File: src/rtl/pblru_pkg.sv
// Shared constants and types for the page buffer frame table.
// Stand-alone package; used by the core with scoped names.
`default_nettype none

package pblru_pkg;

    // Field widths fixed by the interface.
    localparam int PAGE_W   = 64;
    localparam int SLOT_W   = 4;
    localparam int STATUS_W = 2;
    localparam int LIMIT_W  = 5;

    // Stream payload widths, padded to whole bytes.
    localparam int IN_TDATA_W  = 72;
    localparam int OUT_TDATA_W = 72;

    // Configuration register file.
    localparam int CFG_ADDR_W = 3;
    localparam int CFG_DATA_W = 32;
    localparam logic REG_FRAME_LIMIT = 1'b0;
    localparam logic [LIMIT_W-1:0] FRAME_LIMIT_RESET = 5'd16;

    // Request kinds carried on tuser.
    localparam logic FUNC_FIX   = 1'b0;
    localparam logic FUNC_UNFIX = 1'b1;

    typedef logic [STATUS_W-1:0] status_t;

    localparam status_t STATUS_OK        = 2'd0;
    localparam status_t STATUS_FULL      = 2'd1;
    localparam status_t STATUS_BAD_UNFIX = 2'd2;
    localparam status_t STATUS_PIN_SAT   = 2'd3;

endpackage

`default_nettype wire

File: src/rtl/page_buffer_lru_pin_table_core.sv
// Frame table core: page lookup, pin counts and least-recently-released
// replacement list. Depends on pblru_pkg for widths, codes and types.
`default_nettype none

// A fix request walks the page memory with one 64-bit comparator, one frame
// per cycle, then lets the compare stage drain, decides, updates a hit or an
// eviction and registers the result; the core is ready for the next request
// as soon as the result is registered. An unfix request does one pin-count
// memory read, one update and then registers the result. The core is
// not ready while a request is in progress; a registered result may wait
// on m_tready while the next request is accepted and worked on. There is no
// clearing pass after reset: valid bits live in flip-flops and every other
// store is read only behind a valid frame or a listed link.
module page_buffer_lru_pin_table_core #(
    parameter int FRAMES   = 16,
    parameter int PIN_BITS = 8
) (
    input  logic                                 clk,
    input  logic                                 rst_n,
    // Request stream. s_tdata: page_id [63:0], frame_index [67:64], zero [71:68].
    input  logic                                 s_tvalid,
    output logic                                 s_tready,
    input  logic [pblru_pkg::IN_TDATA_W-1:0]     s_tdata,
    // s_tuser: func [0].
    input  logic                                 s_tuser,
    // Result stream. m_tdata: frame_slot [3:0], hit [4], evicted [5],
    // evicted_page [69:6], status [71:70].
    output logic                                 m_tvalid,
    input  logic                                 m_tready,
    output logic [pblru_pkg::OUT_TDATA_W-1:0]    m_tdata,
    // Configuration port.
    input  logic                                 psel,
    input  logic                                 penable,
    input  logic                                 pwrite,
    input  logic [pblru_pkg::CFG_ADDR_W-1:0]     paddr,
    input  logic [pblru_pkg::CFG_DATA_W-1:0]     pwdata,
    output logic [pblru_pkg::CFG_DATA_W-1:0]     prdata,
    output logic                                 pready
);

    localparam int IW = (FRAMES > 1) ? $clog2(FRAMES) : 1;

    localparam logic [3:0] S_IDLE     = 4'd0;
    localparam logic [3:0] S_SCAN     = 4'd1;
    localparam logic [3:0] S_SCAN_END = 4'd2;
    localparam logic [3:0] S_DECIDE   = 4'd3;
    localparam logic [3:0] S_HIT      = 4'd4;
    localparam logic [3:0] S_EVICT    = 4'd5;
    localparam logic [3:0] S_UNFIX_RD = 4'd6;
    localparam logic [3:0] S_UNFIX    = 4'd7;
    localparam logic [3:0] S_DONE     = 4'd8;

    localparam logic [IW-1:0] LAST_IDX = IW'(FRAMES - 1);

    // ------------------------------------------------------------------
    // Registers
    // ------------------------------------------------------------------
    logic [3:0]                          state_reg, state_next;
    logic [pblru_pkg::PAGE_W-1:0]        pid_reg, pid_next;
    logic [pblru_pkg::SLOT_W-1:0]        fidx_reg, fidx_next;
    logic [IW-1:0]                       scan_idx_reg, scan_idx_next;
    logic                                cmp_vld_reg, cmp_vld_next;
    logic [IW-1:0]                       cmp_idx_reg, cmp_idx_next;
    logic                                found_reg, found_next;
    logic [IW-1:0]                       hit_idx_reg, hit_idx_next;
    logic                                free_found_reg, free_found_next;
    logic [IW-1:0]                       free_idx_reg, free_idx_next;

    logic [pblru_pkg::SLOT_W-1:0]        res_slot_reg, res_slot_next;
    logic                                res_hit_reg, res_hit_next;
    logic                                res_ev_reg, res_ev_next;
    logic [pblru_pkg::PAGE_W-1:0]        res_page_reg, res_page_next;
    pblru_pkg::status_t                  res_status_reg, res_status_next;

    logic [FRAMES-1:0]                   valid_reg, valid_next;
    logic [IW-1:0]                       head_reg, head_next;
    logic [IW-1:0]                       tail_reg, tail_next;
    logic                                nonempty_reg, nonempty_next;
    logic [pblru_pkg::LIMIT_W-1:0]       used_reg, used_next;
    logic [pblru_pkg::LIMIT_W-1:0]       limit_reg;

    logic                                out_vld_reg, out_vld_next;
    logic [pblru_pkg::OUT_TDATA_W-1:0]   out_data_reg, out_data_next;

    // ------------------------------------------------------------------
    // Memories with registered read ports
    // ------------------------------------------------------------------
    logic [pblru_pkg::PAGE_W-1:0] page_mem [FRAMES];
    logic [PIN_BITS-1:0]          pin_mem  [FRAMES];
    logic [IW-1:0]                next_mem [FRAMES];
    logic [IW-1:0]                prev_mem [FRAMES];

    logic [pblru_pkg::PAGE_W-1:0] page_rd_reg;
    logic [PIN_BITS-1:0]          pin_rd_reg;
    logic [IW-1:0]                next_rd_reg;
    logic [IW-1:0]                prev_rd_reg;

    logic                         page_we, pin_we, next_we, prev_we;
    logic [IW-1:0]                page_wa, pin_wa, next_wa, prev_wa;
    logic [pblru_pkg::PAGE_W-1:0] page_wd;
    logic [PIN_BITS-1:0]          pin_wd;
    logic [IW-1:0]                next_wd, prev_wd;
    logic [IW-1:0]                page_ra, pin_ra, link_ra;

    always_ff @(posedge clk)
    begin
        if (page_we)
        begin
            page_mem[page_wa] <= page_wd;
        end
        page_rd_reg <= page_mem[page_ra];
    end

    always_ff @(posedge clk)
    begin
        if (pin_we)
        begin
            pin_mem[pin_wa] <= pin_wd;
        end
        pin_rd_reg <= pin_mem[pin_ra];
    end

    always_ff @(posedge clk)
    begin
        if (next_we)
        begin
            next_mem[next_wa] <= next_wd;
        end
        next_rd_reg <= next_mem[link_ra];
    end

    always_ff @(posedge clk)
    begin
        if (prev_we)
        begin
            prev_mem[prev_wa] <= prev_wd;
        end
        prev_rd_reg <= prev_mem[link_ra];
    end

    // ------------------------------------------------------------------
    // Configuration port
    // ------------------------------------------------------------------
    logic cfg_wr;

    assign pready = 1'b1;
    assign cfg_wr = psel && penable && pwrite;

    always_ff @(posedge clk or negedge rst_n)
    begin
        if (!rst_n)
        begin
            limit_reg <= pblru_pkg::FRAME_LIMIT_RESET;
        end
        else if (cfg_wr && (paddr[2] == pblru_pkg::REG_FRAME_LIMIT))
        begin
            limit_reg <= pwdata[pblru_pkg::LIMIT_W-1:0];
        end
    end

    always_comb
    begin
        prdata = '0;
        if (paddr[2] == pblru_pkg::REG_FRAME_LIMIT)
        begin
            prdata = pblru_pkg::CFG_DATA_W'(limit_reg);
        end
    end

    // ------------------------------------------------------------------
    // Sequencer
    // ------------------------------------------------------------------
    logic          s_fire;
    logic [IW-1:0] fidx_idx;
    logic          fidx_oob;
    logic          below_limit;
    logic          pin_zero;
    logic          pin_full;

    assign s_tready    = (state_reg == S_IDLE);
    assign s_fire      = s_tvalid && s_tready;
    assign fidx_idx    = IW'(fidx_reg);
    assign fidx_oob    = (32'(fidx_reg) >= FRAMES);
    assign below_limit = (used_reg < limit_reg) && (32'(used_reg) < FRAMES);
    assign pin_zero    = (pin_rd_reg == '0);
    assign pin_full    = &pin_rd_reg;

    always_comb
    begin
        state_next      = state_reg;
        pid_next        = pid_reg;
        fidx_next       = fidx_reg;
        scan_idx_next   = scan_idx_reg;
        cmp_vld_next    = cmp_vld_reg;
        cmp_idx_next    = cmp_idx_reg;
        found_next      = found_reg;
        hit_idx_next    = hit_idx_reg;
        free_found_next = free_found_reg;
        free_idx_next   = free_idx_reg;
        res_slot_next   = res_slot_reg;
        res_hit_next    = res_hit_reg;
        res_ev_next     = res_ev_reg;
        res_page_next   = res_page_reg;
        res_status_next = res_status_reg;
        valid_next      = valid_reg;
        head_next       = head_reg;
        tail_next       = tail_reg;
        nonempty_next   = nonempty_reg;
        used_next       = used_reg;
        out_vld_next    = out_vld_reg && !m_tready;
        out_data_next   = out_data_reg;

        page_we = 1'b0;
        page_wa = '0;
        page_wd = pid_reg;
        pin_we  = 1'b0;
        pin_wa  = '0;
        pin_wd  = '0;
        next_we = 1'b0;
        next_wa = '0;
        next_wd = '0;
        prev_we = 1'b0;
        prev_wa = '0;
        prev_wd = '0;
        page_ra = '0;
        pin_ra  = '0;
        link_ra = '0;

        // The compare stage checks each page memory read in the cycle after it.
        if (cmp_vld_reg && !found_reg && valid_reg[cmp_idx_reg] &&
            (page_rd_reg == pid_reg))
        begin
            found_next   = 1'b1;
            hit_idx_next = cmp_idx_reg;
        end

        unique case (state_reg)
            S_IDLE:
            begin
                if (s_fire)
                begin
                    pid_next        = s_tdata[63:0];
                    fidx_next       = s_tdata[67:64];
                    scan_idx_next   = '0;
                    cmp_vld_next    = 1'b0;
                    found_next      = 1'b0;
                    free_found_next = 1'b0;
                    res_slot_next   = '0;
                    res_hit_next    = 1'b0;
                    res_ev_next     = 1'b0;
                    res_page_next   = '0;
                    res_status_next = pblru_pkg::STATUS_OK;
                    state_next      = (s_tuser == pblru_pkg::FUNC_FIX) ? S_SCAN : S_UNFIX_RD;
                end
            end

            S_SCAN:
            begin
                page_ra       = scan_idx_reg;
                cmp_vld_next  = 1'b1;
                cmp_idx_next  = scan_idx_reg;
                scan_idx_next = scan_idx_reg + 1'b1;
                // The lowest free frame is picked up on the way.
                if (!free_found_reg && !valid_reg[scan_idx_reg])
                begin
                    free_found_next = 1'b1;
                    free_idx_next   = scan_idx_reg;
                end
                if (scan_idx_reg == LAST_IDX)
                begin
                    state_next = S_SCAN_END;
                end
            end

            S_SCAN_END:
            begin
                cmp_vld_next = 1'b0;
                state_next   = S_DECIDE;
            end

            S_DECIDE:
            begin
                if (found_reg)
                begin
                    pin_ra     = hit_idx_reg;
                    link_ra    = hit_idx_reg;
                    state_next = S_HIT;
                end
                else if (below_limit)
                begin
                    if (free_found_reg)
                    begin
                        page_we                 = 1'b1;
                        page_wa                 = free_idx_reg;
                        pin_we                  = 1'b1;
                        pin_wa                  = free_idx_reg;
                        pin_wd                  = PIN_BITS'(1);
                        valid_next[free_idx_reg] = 1'b1;
                        used_next               = used_reg + 1'b1;
                        res_slot_next           = pblru_pkg::SLOT_W'(free_idx_reg);
                    end
                    else
                    begin
                        res_status_next = pblru_pkg::STATUS_FULL;
                    end
                    state_next = S_DONE;
                end
                else if (nonempty_reg)
                begin
                    page_ra    = head_reg;
                    link_ra    = head_reg;
                    state_next = S_EVICT;
                end
                else
                begin
                    res_status_next = pblru_pkg::STATUS_FULL;
                    state_next      = S_DONE;
                end
            end

            S_HIT:
            begin
                res_slot_next = pblru_pkg::SLOT_W'(hit_idx_reg);
                res_hit_next  = 1'b1;
                if (pin_full)
                begin
                    res_status_next = pblru_pkg::STATUS_PIN_SAT;
                end
                else
                begin
                    pin_we = 1'b1;
                    pin_wa = hit_idx_reg;
                    pin_wd = pin_rd_reg + 1'b1;
                    // An unpinned resident frame sits on the list; unlink it.
                    if (pin_zero && nonempty_reg)
                    begin
                        if ((hit_idx_reg == head_reg) && (hit_idx_reg == tail_reg))
                        begin
                            nonempty_next = 1'b0;
                        end
                        else if (hit_idx_reg == head_reg)
                        begin
                            head_next = next_rd_reg;
                        end
                        else if (hit_idx_reg == tail_reg)
                        begin
                            tail_next = prev_rd_reg;
                        end
                        else
                        begin
                            next_we = 1'b1;
                            next_wa = prev_rd_reg;
                            next_wd = next_rd_reg;
                            prev_we = 1'b1;
                            prev_wa = next_rd_reg;
                            prev_wd = prev_rd_reg;
                        end
                    end
                end
                state_next = S_DONE;
            end

            S_EVICT:
            begin
                res_slot_next        = pblru_pkg::SLOT_W'(head_reg);
                res_ev_next          = 1'b1;
                res_page_next        = page_rd_reg;
                page_we              = 1'b1;
                page_wa              = head_reg;
                pin_we               = 1'b1;
                pin_wa               = head_reg;
                pin_wd               = PIN_BITS'(1);
                valid_next[head_reg] = 1'b1;
                if (head_reg == tail_reg)
                begin
                    nonempty_next = 1'b0;
                end
                else
                begin
                    head_next = next_rd_reg;
                end
                state_next = S_DONE;
            end

            S_UNFIX_RD:
            begin
                pin_ra     = fidx_idx;
                state_next = S_UNFIX;
            end

            S_UNFIX:
            begin
                res_slot_next = fidx_reg;
                if (fidx_oob || !valid_reg[fidx_idx] || pin_zero)
                begin
                    res_status_next = pblru_pkg::STATUS_BAD_UNFIX;
                end
                else
                begin
                    pin_we = 1'b1;
                    pin_wa = fidx_idx;
                    pin_wd = pin_rd_reg - 1'b1;
                    // Released for the last time: append as most recent.
                    if (pin_rd_reg == PIN_BITS'(1))
                    begin
                        if (!nonempty_reg)
                        begin
                            head_next     = fidx_idx;
                            nonempty_next = 1'b1;
                        end
                        else
                        begin
                            next_we = 1'b1;
                            next_wa = tail_reg;
                            next_wd = fidx_idx;
                            prev_we = 1'b1;
                            prev_wa = fidx_idx;
                            prev_wd = tail_reg;
                        end
                        tail_next = fidx_idx;
                    end
                end
                state_next = S_DONE;
            end

            S_DONE:
            begin
                if (!out_vld_reg || m_tready)
                begin
                    out_vld_next  = 1'b1;
                    out_data_next = {res_status_reg, res_page_reg, res_ev_reg,
                                     res_hit_reg, res_slot_reg};
                    state_next    = S_IDLE;
                end
            end

            default:
            begin
                state_next = S_IDLE;
            end
        endcase
    end

    always_ff @(posedge clk or negedge rst_n)
    begin
        if (!rst_n)
        begin
            state_reg    <= S_IDLE;
            cmp_vld_reg  <= 1'b0;
            valid_reg    <= '0;
            head_reg     <= '0;
            tail_reg     <= '0;
            nonempty_reg <= 1'b0;
            used_reg     <= '0;
            out_vld_reg  <= 1'b0;
        end
        else
        begin
            state_reg    <= state_next;
            cmp_vld_reg  <= cmp_vld_next;
            valid_reg    <= valid_next;
            head_reg     <= head_next;
            tail_reg     <= tail_next;
            nonempty_reg <= nonempty_next;
            used_reg     <= used_next;
            out_vld_reg  <= out_vld_next;
        end
    end

    always_ff @(posedge clk)
    begin
        pid_reg        <= pid_next;
        fidx_reg       <= fidx_next;
        scan_idx_reg   <= scan_idx_next;
        cmp_idx_reg    <= cmp_idx_next;
        found_reg      <= found_next;
        hit_idx_reg    <= hit_idx_next;
        free_found_reg <= free_found_next;
        free_idx_reg   <= free_idx_next;
        res_slot_reg   <= res_slot_next;
        res_hit_reg    <= res_hit_next;
        res_ev_reg     <= res_ev_next;
        res_page_reg   <= res_page_next;
        res_status_reg <= res_status_next;
        out_data_reg   <= out_data_next;
    end

    assign m_tvalid = out_vld_reg;
    assign m_tdata  = out_data_reg;

    // ------------------------------------------------------------------
    // Assertions
    // ------------------------------------------------------------------
    // The frame count never grows past the table size.
    a_used_bound: assert property (@(posedge clk) disable iff (!rst_n)
        32'(used_reg) <= FRAMES)
        else $error("frames in use exceed table size");

    // A request is worked on alone: acceptance drops ready at once.
    a_busy_after_accept: assert property (@(posedge clk) disable iff (!rst_n)
        s_fire |=> !s_tready)
        else $error("request accepted while busy");

    // A full buffer reports nothing beyond its status.
    a_full_clean: assert property (@(posedge clk) disable iff (!rst_n)
        (m_tvalid && (m_tdata[71:70] == pblru_pkg::STATUS_FULL)) |->
        ((m_tdata[5:0] == '0) && (m_tdata[69:6] == '0)))
        else $error("full result carries a slot or an eviction");

    // An eviction only comes from a clean miss.
    a_evict_miss: assert property (@(posedge clk) disable iff (!rst_n)
        (m_tvalid && m_tdata[5]) |->
        (!m_tdata[4] && (m_tdata[71:70] == pblru_pkg::STATUS_OK)))
        else $error("eviction reported with a hit or an error");

    // An unfix request never walks the page memory.
    a_unfix_no_scan: assert property (@(posedge clk) disable iff (!rst_n)
        (s_fire && (s_tuser == pblru_pkg::FUNC_UNFIX)) |=> (state_reg == S_UNFIX_RD))
        else $error("unfix request took the lookup path");

endmodule

`default_nettype wire

File: config.mk
export PLATFORM = sky130hd
export DESIGN_NAME = page_buffer_lru_pin_table_core
export DESIGN_NICKNAME = d
export VERILOG_FILES = /design/src/rtl/pblru_pkg.sv /design/src/rtl/page_buffer_lru_pin_table_core.sv
export SDC_FILE = /design/constraint.sdc
export NUM_CORES = 2
export LEC_CHECK = 0
export ABC_CLOCK_PERIOD_IN_PS = 10810
export BUFFER_PORTS_ARGS = -buffer_cell sky130_fd_sc_hd__buf_2
export CAP_MARGIN = 15
export CORE_ASPECT_RATIO = 0.5
export CORE_MARGIN = 2
export CORE_UTILIZATION = 55
export DETAILED_ROUTE_END_ITERATION = 10
export PLACE_DENSITY = 0.72
export SKIP_LAST_GASP = 1
export SLEW_MARGIN = 20
export SYNTH_ARGS = -nofsm -noshare
export SYNTH_HDL_FRONTEND = slang
export SYNTH_SLANG_ARGS = --single-unit
File: constraint.sdc
create_clock -name clk -period 10.81 [get_ports clk]
set_input_delay 1.6215 -clock clk [delete_from_list [all_inputs] [get_ports clk]]
set_output_delay 1.6215 -clock clk [all_outputs]
set_load 0.03 [all_outputs]
==> out/summary.txt <==
Die height: 243 um
Fraction of layout cells with a size suffix above 1: 0.127
Routing usage on met2: 0.422
Hold depth: 0
Top Usage Layer GRT: met2
Post-Syn Area: 0.0626 mm^2
Fillers: 8011
Switch share: 0.318
Max reg flops: 1024
TritonCTS Sinks: 1631
Maximum clock path buffer count: 3
Async SR Flop Fraction: 0.0251
Min-delay worst type: reg -> reg
Max-cap violations: 0
Die area: 0.117 mm^2
Starting density of the core: 0.555
Grt met1 use: 0.394
Combinational Power Share: 0.212
Seq pwr share: 0.497
Max Freq: 171 MHz
Initial antenna violation count: 4
Static Leak: 0.0230 uW
Setup TNS Final: 0 ps
Flops & latches, synth: 1631
Worst hold slack: 407 ps
Largest net degree at the start of global routing: 186
Fin. Hold Viols: 0
Yosys cell types: 89
Post-synth top area share: 0.724
# hold bufs at CTS: 0
Worst EP required: 11210 ps
Area Overhead vs Synth: 11.0%
Net Switching: 5400 uW
Dpl cell area: 0.0651 mm^2
Core Region: 0.113 mm^2
Cell taking the most area after synthesis: edfxtp_1
R2R cell count: 9
Detailed Place HPWL: 85400 um
M3 GR Usage: 0.0496
Vias per cell: 6.55
Vias in the first global route: 36547
Top_reg_cell synth: edfxtp_1
First-pass DRT Iterations: 8
Yosys warning count: 0
GRT Total Usage: 0.273
CTS tree: yes
Die Span X: 481 um
CTS buffer count: 135
I/O pin count: 222
IO buf count: 160
Post-Route WL: 161000 um
Clock transition at the registers of the reported paths: 70 ps
Rel. slew slack: 0.180
First-pass GRT wire length: 237000 um
Clk network pwr share: 0.291
Post-synthesis cell count: 4015
Post-synth EDFFs: 1509
Post-synth top cells: edfxtp_1, nand2_1, clkbuf_1
Clk Latency, worst-skew pair: 790 ps
DRC: 0
Critical path class: reg -> reg
Fin nets: 4259
Clock Skew: 33.1 ps
Number of cell rows: 87
Finished Cell Area: 0.0695 mm^2
Status: completed
Worst IR drop on VDD: 197 uV
Buffer count from post-CTS setup fixing: 0
Mean area per synthesized cell: 15.6 um^2
# resized after CTS: 0
Count of pins over their slew limit: 0
Gr ovfl total: 0
Post-route minimum period: 5860 ps
Crit path launch type: flop
Count leader, synth: edfxtp_1
Routed len/inst: 28.0 um
Routed Antenna Nets: 0
Endpoint type of the worst setup path: flop
Largest reg by FF count: page_mem
Endpoints failing setup: 0
Sequential cell area fraction in the yosys report: 0.766
Root buf cell: clkbuf_16
P per Cell Area: 244 mW/mm^2
Crit Path Max Fanout: 55
Arr. time, crit path: 6270 ps
Post-route clock period utilization: 0.543
Slew @ Worst Pin: 1220 ps
H-tree Lvls: 4
Initial DRC Count: 5157
Largest cells by area after synthesis: edfxtp_1, nand2_1, dfxtp_1, o221ai_1, mux2i_1
Via count: 37710
Int Pwr: 11600 uW
GP Congestion: 0.907
RSZ-0062 raised after global routing: no
power groups by stage:
stage / Combinational [uW] / Clock (uW) / Sequential, uW
after global routing: 3770 / 5220 / 8500
after detailed placement: 3510 / 0 / 8550
after CTS: 3540 / 4980 / 8420
final: 3590 / 4940 / 8440
after global placement: 3450 / 0 / 8510
after floorplan: 2260 / 0 / 8340
worst paths after layout:
kind | startpoint | end | slack, ps
worst min register to register | res_page_reg[30] | m_tdata[36] | 410
min in group asynchronous | rst_n | m_tvalid | 850
max in group asynchronous | rst_n | valid_reg[9] | 9550
worst max register to register | state_reg[0] | page_mem[0][34] | 4950
worst max-delay path | state_reg[0] | page_mem[0][34] | 4950
worst min-delay path | res_page_reg[30] | m_tdata[36] | 410
logic make-up after synthesis:
kind of cell / share of synthesized area
AOI/OAI and AO/OA: 0.104
xor gates and xnor gates: 0.00937
other: 0.000120
muxes: 0.0283
adders and majority gates: 0.00200
and+or+nand+nor: 0.0670
DFF: 0.766
buffers and inverters: 0.0226
cell type report:
cell class	count	area, um^2	share of cell area
tap	1513	1890	0.0272
timing repair buffer	238	1440	0.0207
clock buffer	190	3790	0.0545
multi-input combinational	2087	13600	0.196
antenna	1	2.50	0.0000360
sequential	1631	48000	0.690
inverter	41	156	0.00225
clock inverter	57	648	0.00932
placed cells by master, fill, tap and decap left out, types with 14 or more instances in the layout:
cell type / Yosys / layout
nand4_1: 18 / 18
nor4_1: 17 / 17
xnor2_1: 28 / 28
conb_1: 2 / 28
nand2_1: 519 / 516
buf_2: 41 / 159
o32a_1: 50 / 50
dfxtp_1: 81 / 81
edfxtp_1: 1509 / 1509
a21oi_1: 82 / 75
or2_2: 17 / 17
mux2i_1: 133 / 133
o22ai_1: 148 / 146
nor2_1: 124 / 121
mux4_2: 14 / 14
clkinv_2: 0 / 19
clkbuf_1: 179 / 36
a31oi_1: 129 / 129
and2_1: 33 / 33
o221ai_1: 160 / 160
and3_1: 79 / 79
xor2_1: 39 / 39
clkbuf_16: 0 / 136
clkbuf_8: 0 / 18
nand3_1: 63 / 63
o22a_1: 14 / 14
a211oi_1: 96 / 96
dfrtp_1: 40 / 40
inv_1: 39 / 38
a311oi_1: 20 / 20
buf_4: 34 / 75
o21ai_0: 43 / 41
per-stage QoR:
stage	setup slack, ps	util	total power [uW]	instances
floorplan	3220	-	10600	4041
global placement	5130	0.577	12000	5510
detailed placement	5090	0.577	12100	5510
CTS	5090	0.616	16900	5757
global route	4800	0.616	17500	5757
finish	4950	0.616	17000	5758
critical path, stage by stage, from the launching register on:
cell	delay, ps
dfrtp_1	760
nor2b_4	250
buf_4	760
nand2_1	820
inv_1	600
nor2_1	220
or3_1	550
nor2_4	140
buf_4	620
buf_4	700
layer usage:
layer,up-vias,part of all wire
met5,-,0
met4,0,0.030
met3,285,0.10
met2,2355,0.46
met1,19016,0.40
li1,16054,-
(Power assumes the default switching activity.)
